==> src/bwu_pkg.sv <==
// ----------------------------------------------------------------------------
// bwu_pkg: shared constants and types for the bounded-weight unranking block
// Table geometry, field widths, register indexes and the command and status
// bundles between the controller and the datapath.
// ----------------------------------------------------------------------------
`default_nettype none

package bwu_pkg;

    // Table geometry: counts for string lengths and budgets 0..MAX_LENGTH.
    localparam int MAX_LENGTH = 31;
    localparam int TAB_DIM    = MAX_LENGTH + 1;
    localparam int IDX_W      = $clog2(TAB_DIM);
    localparam int ADDR_W     = 2 * IDX_W;
    localparam int TAB_DEPTH  = TAB_DIM * TAB_DIM;

    // Field widths.
    localparam int CNT_W     = 32;
    localparam int RANK_W    = 32;
    localparam int PAT_W     = 31;
    localparam int CFG_W     = 5;
    localparam int CFG_IDX_W = 1;

    // Register indexes and reset values.
    localparam logic [CFG_IDX_W-1:0] CFG_STRING_LENGTH = 1'b0;
    localparam logic [CFG_IDX_W-1:0] CFG_MAX_ONES      = 1'b1;
    localparam logic [CFG_W-1:0]     RST_STRING_LENGTH = 5'd31;
    localparam logic [CFG_W-1:0]     RST_MAX_ONES      = 5'd31;

    // Commands from the controller to the datapath.
    typedef struct packed {
        logic fill;   // build the count table
        logic load;   // capture a new request
        logic check;  // compare the rank with the total count
        logic walk;   // decide one bit of the pattern
    } t_dp_cmd;

    // Status from the datapath to the controller.
    typedef struct packed {
        logic fill_done;  // last table entry is being written
        logic range_bad;  // rank is zero or past the total
        logic len_zero;   // string length is zero
        logic last_bit;   // the walk is at bit zero
    } t_dp_status;

    // Saturate a register value to the table range.
    function automatic logic [IDX_W-1:0] clamp_len(input logic [CFG_W-1:0] v);
        logic [IDX_W-1:0] res;
        if (v > CFG_W'(MAX_LENGTH)) begin
            res = IDX_W'(MAX_LENGTH);
        end else begin
            res = IDX_W'(v);
        end
        return res;
    endfunction

endpackage

`default_nettype wire

==> src/bwu_ctrl.sv <==
// ----------------------------------------------------------------------------
// bwu_ctrl: sequencing state machine
// Runs the table build after reset, then takes one request at a time through
// range check, bit walk and result strobe.
// ----------------------------------------------------------------------------
`default_nettype none

module bwu_ctrl (
    input  wire logic                i_clk,
    input  wire logic                i_rst_n,
    input  wire logic                i_start,
    input  wire bwu_pkg::t_dp_status i_status,
    output bwu_pkg::t_dp_cmd         o_cmd,
    output logic                     o_busy,
    output logic                     o_valid
);

    import bwu_pkg::*;

    localparam logic [2:0] S_FILL  = 3'd0;
    localparam logic [2:0] S_IDLE  = 3'd1;
    localparam logic [2:0] S_CHECK = 3'd2;
    localparam logic [2:0] S_WALK  = 3'd3;
    localparam logic [2:0] S_DONE  = 3'd4;

    logic [2:0] r_state;
    logic [2:0] n_state;

    // Next state and datapath commands.
    always_comb begin
        n_state = r_state;
        o_cmd   = '0;
        unique case (r_state)
            S_FILL: begin
                o_cmd.fill = 1'b1;
                if (i_status.fill_done) begin
                    n_state = S_IDLE;
                end
            end
            S_IDLE: begin
                if (i_start) begin
                    o_cmd.load = 1'b1;
                    n_state    = S_CHECK;
                end
            end
            S_CHECK: begin
                o_cmd.check = 1'b1;
                if (i_status.range_bad || i_status.len_zero) begin
                    n_state = S_DONE;
                end else begin
                    n_state = S_WALK;
                end
            end
            S_WALK: begin
                o_cmd.walk = 1'b1;
                if (i_status.last_bit) begin
                    n_state = S_DONE;
                end
            end
            S_DONE: begin
                n_state = S_IDLE;
            end
            default: begin
                n_state = S_IDLE;
            end
        endcase
    end

    // State register; reset starts the table build.
    always_ff @(posedge i_clk) begin
        if (!i_rst_n) begin
            r_state <= S_FILL;
        end else begin
            r_state <= n_state;
        end
    end

    assign o_busy  = (r_state != S_IDLE);
    assign o_valid = (r_state == S_DONE);

endmodule

`default_nettype wire

==> config.mk <==
export PLATFORM = sky130hd
export DESIGN_NAME = bwu_ctrl
export DESIGN_NICKNAME = d
export VERILOG_FILES = /design/src/bwu_pkg.sv /design/src/bwu_ctrl.sv
export SDC_FILE = /design/constraint.sdc
export NUM_CORES = 1
export LEC_CHECK = 0
export ABC_AREA = 1
export BUFFER_PORTS_ARGS = -buffer_cell sky130_fd_sc_hd__buf_4
export CORE_AREA = 2 2 39 41
export CTS_BUF_LIST = sky130_fd_sc_hd__clkbuf_16
export DETAILED_ROUTE_END_ITERATION = 10
export DIE_AREA = 0 0 41 43
export PLACE_DENSITY = 0.37
export SLEW_MARGIN = 15
export SYNTH_ARGS = -nofsm -noshare
export SYNTH_HDL_FRONTEND = slang
export SYNTH_SLANG_ARGS = --single-unit
==> constraint.sdc <==
create_clock -name i_clk -period 1.3 [get_ports i_clk]
set_clock_uncertainty 0.15 [all_clocks]
set_input_delay 0.13 -clock i_clk [delete_from_list [all_inputs] [get_ports i_clk]]
set_output_delay 0.13 -clock i_clk [all_outputs]
set_load 0.02 [all_outputs]
==> Word level (Yosys, flattened, before mapping) <==
Index checks and enable logic that the tools add are counted.
{ "totals": {"reg_bits": 3, "inputBits": 7, "elab_cells": 22} }
{ "op_classes": {"n_eq_ne": 8, "muxes": 10, "n_reduce_logical": 3} }
{ "op_table": {"columns": ["operator", "count"], "rows": [
  ["two-way mux 3 bit", 4],
  ["one-hot mux 3 bit (4 select lines)", 1],
  ["== test 3 x 2 -> 1 bit (second input constant)", 2],
  ["!= test 2 bit (second input constant)", 3],
  ["two-way mux 1 bit", 5],
  ["== test 3 x 1 -> 1 bit (second input constant)", 1],
  ["== test 3 bit (second input constant)", 1],
  ["logical NOT 3 bit", 1],
  ["!= test 3 x 1 -> 1 bit (second input constant)", 1],
  ["AND reduction 3 bit", 1],
  ["logical OR 1 bit", 1]
]} }

==> Logic depth before layout (Yosys ltp) <==
Gate-level depths: netlist (run 1).
{ "logic_depth": {"depth_word": 3, "depth_mapped": 6, "depth_no_buf": 6} }

==> Least setup slack after synthesis (run 1) <==
OpenSTA, ideal clock, no wires.
{ "synth_timing": {"path_kind": "register to output", "start": "reg r_state[0]", "end": "out o_cmd[2] in the netlist's numbering", "arrival_time_ns": 1.028, "required_ns": 1.020, "slack_ns": -0.008, "stages_incl_launch_ff": 5, "n_path_buf": 0, "cell_sequence": "dfxtp_1 > inv_1 > nor2_2 > nand2_1 > nor2_1"} }
{ "synth_lines": {"columns": ["item", "line_no", "text"], "rows": [
  ["from (decl)", "bwu_ctrl.sv:26", "logic [2:0] r_state;"],
  ["from (signal assigned)", "bwu_ctrl.sv:74", "r_state <= n_state;"],
  ["to (decl)", "bwu_ctrl.sv:13", "output bwu_pkg::t_dp_cmd o_cmd,"]
]} }

==> results of run 1 <==
## cell usage in the layout (no fill, tap or decap)
master / n
sky130_fd_sc_hd__buf_4: 15
sky130_fd_sc_hd__buf_6: 2
sky130_fd_sc_hd__clkbuf_16: 3
sky130_fd_sc_hd__dfxtp_2: 1
sky130_fd_sc_hd__dfxtp_4: 2
sky130_fd_sc_hd__inv_1: 6
sky130_fd_sc_hd__inv_2: 2
sky130_fd_sc_hd__inv_4: 1
sky130_fd_sc_hd__nand2_1: 6
sky130_fd_sc_hd__nand2_2: 1
sky130_fd_sc_hd__nand3_1: 3
sky130_fd_sc_hd__nand3_2: 3
sky130_fd_sc_hd__nor2_1: 7
sky130_fd_sc_hd__nor2_2: 3
sky130_fd_sc_hd__nor2_4: 2
sky130_fd_sc_hd__nor3_1: 1
sky130_fd_sc_hd__nor3_2: 1
## final timing paths
path / start / to / slack [ns] / cells after the start
worst max-delay path: r_state[0] / o_cmd[2] / -0.01 / 5
worst min-delay path: i_rst_n / r_state[0] / 0.009 / 3
worst min register to register: r_state[2] / r_state[2] / 0.46 / 3
worst max register to register: r_state[0] / r_state[1] / 0.07 / 8
## worst max-delay path, delay by kind of cell, from the launching register on
kind | cells | cell delay (ns)
AND/OR/NAND/NOR | 3 | 0.27
buffers and inverters | 2 | 0.16
flip-flops | 1 | 0.37
## logic make-up after synthesis
| logic type | after synthesis |
|---|---|
| AND/OR/NAND/NOR | 27 |
| flip-flops | 3 |
| buffers and inverters | 8 |
## per-layer routing
layer / up-vias / GRT usage
li1: 159 / -
met4: 0 / 0.0400
met1: 118 / 0.112
met5: - / 0
met2: 9 / 0.0813
met3: 0 / 0.0785
## timing repair
item                       in CTS  in global routing
hold buffers                    0                  0
buffers inserted                3                  2
setup endpoints to repair       4                  7
resized for setup               7                  8
pin swaps                       1                  4
## power by group
group / internal, mW / switching [mW] / leakage, nW / total (mW)
clock: 0.396 / 0.0760 / 0.0423 / 0.472
sequential: 0.119 / 0.0347 / 0.0264 / 0.154
combinational: 0.190 / 0.203 / 0.185 / 0.394
## cell type report
type | count | area, µm²
fillers | 161 | 892
flip-flops and latches | 3 | 68.8
clock inverters | 1 | 3.75
inverters | 8 | 32.5
clock buffers | 3 | 75.1
well taps | 16 | 20.0
multi-input cells | 27 | 156
repair buffers | 17 | 135
==> impl_results.md, run 1 <==
* Run status: complete, but fails checks
* Violated checks: negative setup slack
* Post-Synthesis Net Count at 45
* DR vias at 286
* Post-synthesis xor/xnor area fraction at 0
* Placement Setup Slack at 0.118 ns
* Register area share after synthesis at 0.265
* Pin count of the biggest net entering global routing at 7
* Routed length on met3 at slightly above 50 µm
* Die Span Y at roughly 43 µm
* Final period utilization at 1.01
* Crit path cell chain: inv_4, nor2_4, nand2_2, nor2_2, buf_6
* Initial core utilization at 0.164
* Final setup violation count at 1
* Cell type contributing the most total cell area after synthesis: sky130_fd_sc_hd__dfxtp_1
* LEAKAGE at approximately 0.25 nW
* Total number of yosys warnings at 0
* Placement Cell Area at 339 µm²
* Max FFs per register at 3
* EDFF count, synth at 0
* Per-cell via count in the routed design at 3.81
* Final hold violation count at 0
* Class of the tightest hold or removal check: input pin to flip-flop
* Routability congestion estimate at ~0.7
* Power per cell area at approximately 2100 nW/µm²
* Die area at approximately 1800 µm²
* X dimension of the die at slightly above 40 µm
* Sum of routed wire segments on met1 at a little under 300 µm
* Number of library cell types mapped by synthesis at 10
* Global route overflow at 0
* Crit Path Class: flip-flop to output pin
* Wire length of the first global-routing pass at roughly 880 µm
* Residual DRC at 0
* Hold WS at just under 0.009 ns
* Mapped Area at 226 µm²
* Peak ir drop on the vdd network at 0.853 mV
* Post-layout instance area at between 400 and 500 µm²
* Area share of fa/ha/maj cells after synthesis at 0
* Number of antenna violations at the first check in global routing at 0
* Number of sinks driven by the clock tree at 3
* Clock root buffer: sky130_fd_sc_hd__clkbuf_16
* Max Cap Violations at 0
* H-Tree Depth at 1
* Initial DRT Pass Iterations at 4
* Count of boundary I/O pins at 13
* Largest registers: r_state: 3 flops
* Final total power at 1.02 mW
* Most instantiated library cell after synthesis: sky130_fd_sc_hd__nor2_1
* Top register by number of flip-flops: r_state
* Final std cells w/o fill at 75
* Minimum clock period at ~1.3 ns
* Total placed cells including tap cells at 66
* Area share of and/or/nand/nor cells after synthesis at 0.602
* Most common library cells after synthesis: sky130_fd_sc_hd__nor2_1, sky130_fd_sc_hd__inv_1, sky130_fd_sc_hd__nand2_1
* Rows at 14
* Post-DP HPWL at ~430 µm
* Post-detailed-routing wire length at a little over 600 µm
* Routed met2 length at 259 µm
* FF+latch count, synth at 3
* Multiplexer share of the synthesized area at 0
* Average wire per standard cell at 8.09 µm
* Average footprint of a synthesized cell at about 6.0 µm²
* Antenna Nets Post-Route at 0
* Critical path peak fanout at 4
* Worst-path clk slew at ~0.03 ns
* Main flop type after synthesis: sky130_fd_sc_hd__dfxtp_1
* Post-layout nets at between 60 and 70
* Utilization of the core after routing at 0.355
* Clock latency reported for the late side of the worst-skew pair at about 0.22 ns
* Number of input and output port buffers inserted at 12
* Worst Path Required at about 1 ns
* Crit path launch type: flip-flop
* Proportion of register bits with asynchronous set or reset after synthesis at 0
* Signal arrival time at the worst endpoint at 1.03 ns
* Portion of synthesized cell area occupied by the leading cell type at 0.265
* Core Area at 1380 µm²
* Highest clock rate at roughly 0.76 GHz
* Area growth from synthesis to layout at 117%
* Num CTS Buffers at 3
* Setup_tns at -0.0128 ns
* Clock Tree Buf Depth at 2
* Share of final-layout standard cells stronger than drive strength 1 at 0.610
* Total global-route track usage at 0.0822
* Number of global-route vias before repair at approximately 220
* Max-slew headroom at 0.886
* Max-slew violation count at 0
* Number of diodes added for antenna fixing at 0
* Type of element capturing the critical path: output pin
* Unrepaired setup endpoints after global routing: true
* Top sig layer: met3
* Synth top area cells: sky130_fd_sc_hd__dfxtp_1, sky130_fd_sc_hd__nor2_1, sky130_fd_sc_hd__nand3_2, sky130_fd_sc_hd__inv_1, sky130_fd_sc_hd__nand2_1
* Post-route setup slack at -0.0128 ns
* Synthesized-area fraction occupied by ao, oa, aoi and oai cells at 0
* Count of mapped cells out of synthesis at 38
* Slowest library cell on the worst path: sky130_fd_sc_hd__dfxtp_4
* Clock tree from TritonCTS: yes
* Biggest cell delay along the critical path at roughly 0.37 ns
* Main combinational cell family by area after synthesis: simple AND/OR/NAND/NOR gates
* Tightest Pin Transition at about 0.17 ns
* Initial DRC Count at 6
(Power assumes the default switching activity.)
==> inputs of run 2 (changes only) <==
--- a/config.mk
+++ b/config.mk
@@ -11,7 +11,7 @@
 export CTS_BUF_LIST = sky130_fd_sc_hd__clkbuf_16
 export DETAILED_ROUTE_END_ITERATION = 10
 export DIE_AREA = 0 0 41 43
-export PLACE_DENSITY = 0.37
+export PLACE_DENSITY_LB_ADDON = 0.05
 export SLEW_MARGIN = 15
 export SYNTH_ARGS = -nofsm -noshare
 export SYNTH_HDL_FRONTEND = slang
==> run 2 against run 1 <==
Effect of this change: the run now ends clean; register-to-register slack better by 0.08 ns; first-iteration DRC count is 83% lower; non-clock buffer count shrank 4; combinational power is 12% lower; highest routed layer is now met4.
==> impl_results.md, run 2 (synthesized netlist as in run 1, its figures left out) <==
* Run status: completed
* Die Span Y at 43 µm
* Number of input and output port buffers inserted at 12
* Setup_tns at 0 ns
* Placement Setup Slack at ~0.15 ns
* Number of hold buffers added after CTS at 0
* Number of global-route vias before repair at roughly 250
* Post-layout nets at between 60 and 70
* X dimension of the die at around 41 µm
* Minimum clock period at ~1.3 ns
* Initial DRC Count at 1
* Crit path launch type: flip-flop
* Max Cap Violations at 0
* Initial core utilization at 0.164
* Core Area at around 1400 µm²
* Max-slew headroom at 0.887
* Max-slew violation count at 0
* Area growth from synthesis to layout at 105%
* Crit Path Class: flip-flop to output pin
* Max FFs per register at 3
* Power per cell area at between 2000 and 2500 nW/µm²
* Type of element capturing the critical path: output pin
* Final total power at 0.983 mW
* Clock tree from TritonCTS: yes
* Routability congestion estimate at between 0.6 and 0.7
* Rows at 14
* Wire length of the first global-routing pass at about 950 µm
* Top register by number of flip-flops: r_state
* Post-layout instance area at about 460 µm²
* Final setup violation count at 0
* Final period utilization at 0.988
* Per-cell via count in the routed design at just under 4
* Number of antenna violations at the first check in global routing at 0
* DR vias at about 280
* LEAKAGE at approximately 0.24 nW
* Peak ir drop on the vdd network at ~0.71 mV
* Die area at about 1800 µm²
* Count of boundary I/O pins at 13
* Worst-path clk slew at 0.03 ns
* Total global-route track usage at 0.0873
* H-Tree Depth at 1
* Tightest Pin Transition at 0.169 ns
* Average wire per standard cell at between 8 and 9 µm
* Critical path peak fanout at 4
* Antenna Nets Post-Route at 0
* Worst Path Required at about 1.0 ns
* Num CTS Buffers at 3
* Clock Tree Buf Depth at 2
* Highest-count cells in the layout ignoring fill and taps: sky130_fd_sc_hd__buf_4, sky130_fd_sc_hd__nor2_1, sky130_fd_sc_hd__inv_1, sky130_fd_sc_hd__nand2_1
* Number of diodes added for antenna fixing at 0
* Pin count of the biggest net entering global routing at 7
* Placement Cell Area at roughly 340 µm²
* Initial DRT Pass Iterations at 2
* Post-DP HPWL at 504 µm
* Largest registers: r_state: 3 flops
* Unrepaired setup endpoints after global routing: true
* Clock root buffer: sky130_fd_sc_hd__clkbuf_16
* Final hold violation count at 0
* Post-route setup slack at ~0.015 ns
* Signal arrival time at the worst endpoint at 1.00 ns
* Most common cell after layout, fill and taps aside: sky130_fd_sc_hd__buf_4
* Share of final-layout standard cells stronger than drive strength 1 at 0.582
* Residual DRC at 0
* Highest clock rate at a little under 0.8 GHz
* Number of sinks driven by the clock tree at 3
* Clock latency reported for the late side of the worst-skew pair at between 0.2 and 0.25 ns
* Global route overflow at 0
* Post-detailed-routing wire length at just under 600 µm
* Class of the tightest hold or removal check: input pin to flip-flop
## run 2: layout make-up
type / count / area [µm²]
Fill cell: 153 / 920
Multi-Input combinational cell: 27 / 161
Timing Repair Buffer: 13 / 105
Clock buffer: 3 / 75.1
Sequential cell: 3 / 66.3
Inverter: 8 / 32.5
Tap cell: 16 / 20.0
Clock inverter: 1 / 3.75
## run 2: repair_timing
| item | 4_1_cts | 5_1_grt |
|---|---|---|
| resized for setup | 6 | 9 |
| pin swaps | 2 | 4 |
| endpoints found under the setup margin | 4 | 4 |
| setup buffers | 1 | 0 |
## run 2: worst max-delay path, stage by stage (launching register included)
cell,delay [ns]
sky130_fd_sc_hd__dfxtp_4,0.37
sky130_fd_sc_hd__inv_4,0.05
sky130_fd_sc_hd__nor2_4,0.09
sky130_fd_sc_hd__nand2_2,0.07
sky130_fd_sc_hd__nor2_2,0.09
sky130_fd_sc_hd__buf_6,0.12
## run 2: where the power goes
part | total [mW] | leakage [nW] | internal, mW | switching (mW)
Combinational | 0.348 | 0.167 | 0.147 | 0.201
Clock | 0.483 | 0.0423 | 0.397 | 0.0865
Sequential | 0.152 | 0.0261 | 0.120 | 0.0324
## run 2: final timing paths
| kind | slack [ns] | cells after the start | end | start |
|---|---|---|---|---|
| worst min-delay path | 0.0007 | 3 | r_state[0] | i_rst_n |
| worst max-delay path | 0.02 | 5 | o_cmd[2] | r_state[0] |
| worst max register to register | 0.15 | 6 | r_state[1] | r_state[2] |
| worst min register to register | 0.48 | 4 | r_state[0] | r_state[1] |
## run 2: per-layer routing
layer	global-route usage	wire (µm)	vias up	share of wire
li1	-	-	148	-
met3	0.0314	61	4	0.10
met2	0.128	275	11	0.46
met5	0	0	-	0
met1	0.0804	231	118	0.39
met4	0.100	28	0	0.047
## run 2: stage by stage
stage | utilization | hold slack, ns | instances
2_1_floorplan | - | 0.108 | 38
3_3_place_gp | 0.245 | 0.246 | 66
3_5_place_dp | 0.245 | 0.240 | 66
4_1_cts | 0.317 | 0.000855 | 71
5_1_grt | 0.335 | 0.0102 | 71
6_report | 0.335 | 0.000710 | 71
==> inputs of run 3 (changes only) <==
--- a/config.mk
+++ b/config.mk
@@ -8,7 +8,6 @@
 export ABC_AREA = 1
 export BUFFER_PORTS_ARGS = -buffer_cell sky130_fd_sc_hd__buf_4
 export CORE_AREA = 2 2 39 41
-export CTS_BUF_LIST = sky130_fd_sc_hd__clkbuf_16
 export DETAILED_ROUTE_END_ITERATION = 10
 export DIE_AREA = 0 0 41 43
 export PLACE_DENSITY_LB_ADDON = 0.05
==> run 3 against run 2 <==
Effect of this change: the run now ends with negative setup slack left; maximum frequency shrank 1.3%; via count grew 4.3%; sequential share of layout area up 1.4 points; combinational power is 9.5% higher; sequential power grew 5%; clock power decreased by 66%; count of clock-buffer cells in the layout is 1 higher; global-route usage decreased by 0.10 points; worst hold slack better by 0.12 ns; register-to-register slack barely moved; core utilization decreased by 1.8 points; critical path type unchanged; largest cell class unchanged; highest routed layer is now met3.
==> impl_results.md, run 3 (synthesized netlist as in run 1, its figures left out) <==
* Area growth from synthesis to layout at 93.9%
* Post-DP HPWL at around 500 µm
* Type of element capturing the critical path: output pin
* Switching share of power at 0.417
* Post-route setup slack at -0.00205 ns
* Worst-path clk slew at 0.04 ns
* Met1 Use GR at 0.0772
* Num CTS Buffers at 3
* Number of sinks driven by the clock tree at 3
* Number of diodes added for antenna fixing at 0
* Wire length of the first global-routing pass at approximately 990 µm
* Final setup violation count at 1
* Core Area at approximately 1400 µm²
* Crit Path Class: flip-flop to output pin
* Number of global-route vias before repair at between 200 and 300
* Pin count of the biggest net entering global routing at 7
* Total placed cells including tap cells at 66
* Storage element area at approximately 69 µm²
* Unrepaired setup endpoints after global routing: true
* Count of boundary I/O pins at 13
* Max FFs per register at 3
* Number of antenna violations at the first check in global routing at 0
* Crit path cell chain: inv_4, nor2_4, nand2_2, nor2_2, buf_6
* Residual DRC at 0
* Area taken by multi-input logic gates at around 160 µm²
* Internal power of the cells at roughly 0.4 mW
* Final std cells w/o fill at between 70 and 80
* Signal arrival time at the worst endpoint at between 1 and 1.5 ns
* Buf+Inv Stages, Crit Path at 2
* Run status: complete, but fails checks
* Layout fillers at 162
* Max Cap Violations at 0
* Crit-path leading delay family: flip-flops
* Routing usage on met2 at 0.147
* Number of input and output port buffers inserted at 12
* Initial core utilization at 0.164
* DR vias at 293
* Die Span Y at around 43 µm
* Class of the tightest hold or removal check: input pin to flip-flop
* Max-slew violation count at 0
* H-Tree Depth at 1
* Power per cell area at 1600 nW/µm²
* Antenna Nets Post-Route at 0
* Clock group share of total power at 0.231
* LEAKAGE at ~0.22 nW
* Global route overflow at 0
* Placement Setup Slack at around 0.15 ns
* Critical path peak fanout at 4
* Minimum clock period at 1.30 ns
* Total global-route track usage at 0.0863
* Violated checks: negative setup slack
* Net Sw Power at 0.292 mW
* Rows at 14
* Final total power at 0.702 mW
* Highest clock rate at 0.768 GHz
* GR met3 Demand/Resource at 0.0157
* Largest registers: r_state: 3 flops
* Most common cell after layout, fill and taps aside: sky130_fd_sc_hd__buf_4
* X dimension of the die at approximately 41 µm
* Peak ir drop on the vdd network at around 0.54 mV
* Post-layout nets at 66
* Routability congestion estimate at roughly 0.63
* Share of final-layout standard cells stronger than drive strength 1 at 0.603
* Post-detailed-routing wire length at 633 µm
* Tightest Pin Transition at ~0.16 ns
* Clock latency reported for the late side of the worst-skew pair at 0.23 ns
* Top register by number of flip-flops: r_state
* Clock root buffer: sky130_fd_sc_hd__clkbuf_4
* Crit path launch type: flip-flop
* Biggest cell delay along the critical path at ~0.38 ns
* Highest-count cells in the layout ignoring fill and taps: sky130_fd_sc_hd__buf_4, sky130_fd_sc_hd__nor2_1, sky130_fd_sc_hd__nand2_1, sky130_fd_sc_hd__inv_1
* Average wire per standard cell at 8.55 µm
* Initial DRT Pass Iterations at 4
* Clock tree from TritonCTS: yes
* Logic pwr share at 0.543
* Clock Tree Buf Depth at 2
* Layer with the highest usage: met2
* Final period utilization at 1.00
* Slowest library cell on the worst path: sky130_fd_sc_hd__dfxtp_4
* Initial DRC Count at 3
* Worst Path Required at between 1 and 1.5 ns
* Seq pwr share at 0.227
* Per-cell via count in the routed design at 3.96
* Die area at approximately 1800 µm²
* Setup_tns at -0.00205 ns
* Final hold violation count at 0
* Max-slew headroom at 0.894
-- run 3: cell count changes in the layout (fill, tap and decap cells not counted), moves of 2 or more --
cell,before,now
sky130_fd_sc_hd__inv_1,6,4
sky130_fd_sc_hd__buf_4,11,13
sky130_fd_sc_hd__clkbuf_4,0,3
sky130_fd_sc_hd__clkbuf_16,3,0
-- run 3: worst register-to-register path, cell delays in order (launching register included) --
cell and delay (ns):
sky130_fd_sc_hd__dfxtp_2 0.40, sky130_fd_sc_hd__nor2_4 0.06, sky130_fd_sc_hd__buf_4 0.13, sky130_fd_sc_hd__nand3_2 0.07, sky130_fd_sc_hd__nand3_2 0.09, sky130_fd_sc_hd__nor2_1 0.10, sky130_fd_sc_hd__nor2_1 0.04
-- run 3: layout make-up --
type | instances | share of cell area
flip-flops and latches | 3 | 0.157
well taps | 16 | 0.0456
multi-input cells | 27 | 0.368
repair buffers | 16 | 0.296
clock buffers | 4 | 0.0598
inverters | 8 | 0.0741
-- run 3: path summary, 6_finish.rpt --
kind	from	to	slack [ns]	cells after the start
hold / removal	i_status[3]	r_state[0]	0.12	5
setup / recovery	r_state[0]	o_cmd[2]	-0.002	5
setup reg to reg	r_state[2]	r_state[1]	0.15	6
hold reg to reg	r_state[2]	r_state[2]	0.52	3
-- run 3: power by group through the flow --
stage / clock [mW] / sequential (mW) / combinational [mW]
detailed placement: 0 / 0.134 / 0.304
floorplan: 0 / 0.130 / 0.203
finish: 0.162 / 0.159 / 0.381
global placement: 0 / 0.134 / 0.304
global route: 0.173 / 0.163 / 0.419
CTS: 0.171 / 0.141 / 0.366
-- run 3: timing repair --
item / in CTS / in global routing
resized for setup: 7 / 10
buffers inserted: 3 / 0
pin swaps: 3 / 4
setup endpoints to repair: 4 / 5
hold buffers: 1 / 0
endpoints found under the hold margin: 2 / 0
-- run 3: per-stage QoR --
stage / utilization / instance area, µm² / hold slack [ns]
final: 0.317 / 439 / 0.118
after global routing: 0.317 / 439 / 0.156
after CTS: 0.299 / 414 / 0.119
after detailed placement: 0.245 / 339 / 0.240
after global placement: 0.245 / 339 / 0.246
after floorplan: - / 229 / 0.108
-- run 3: metal layers --
| layer | part of all wire | vias up |
|---|---|---|
| li1 | - | 157 |
| met4 | 0 | 0 |
| met5 | 0 | - |
| met2 | 0.55 | 8 |
| met1 | 0.38 | 128 |
| met3 | 0.070 | 0 |
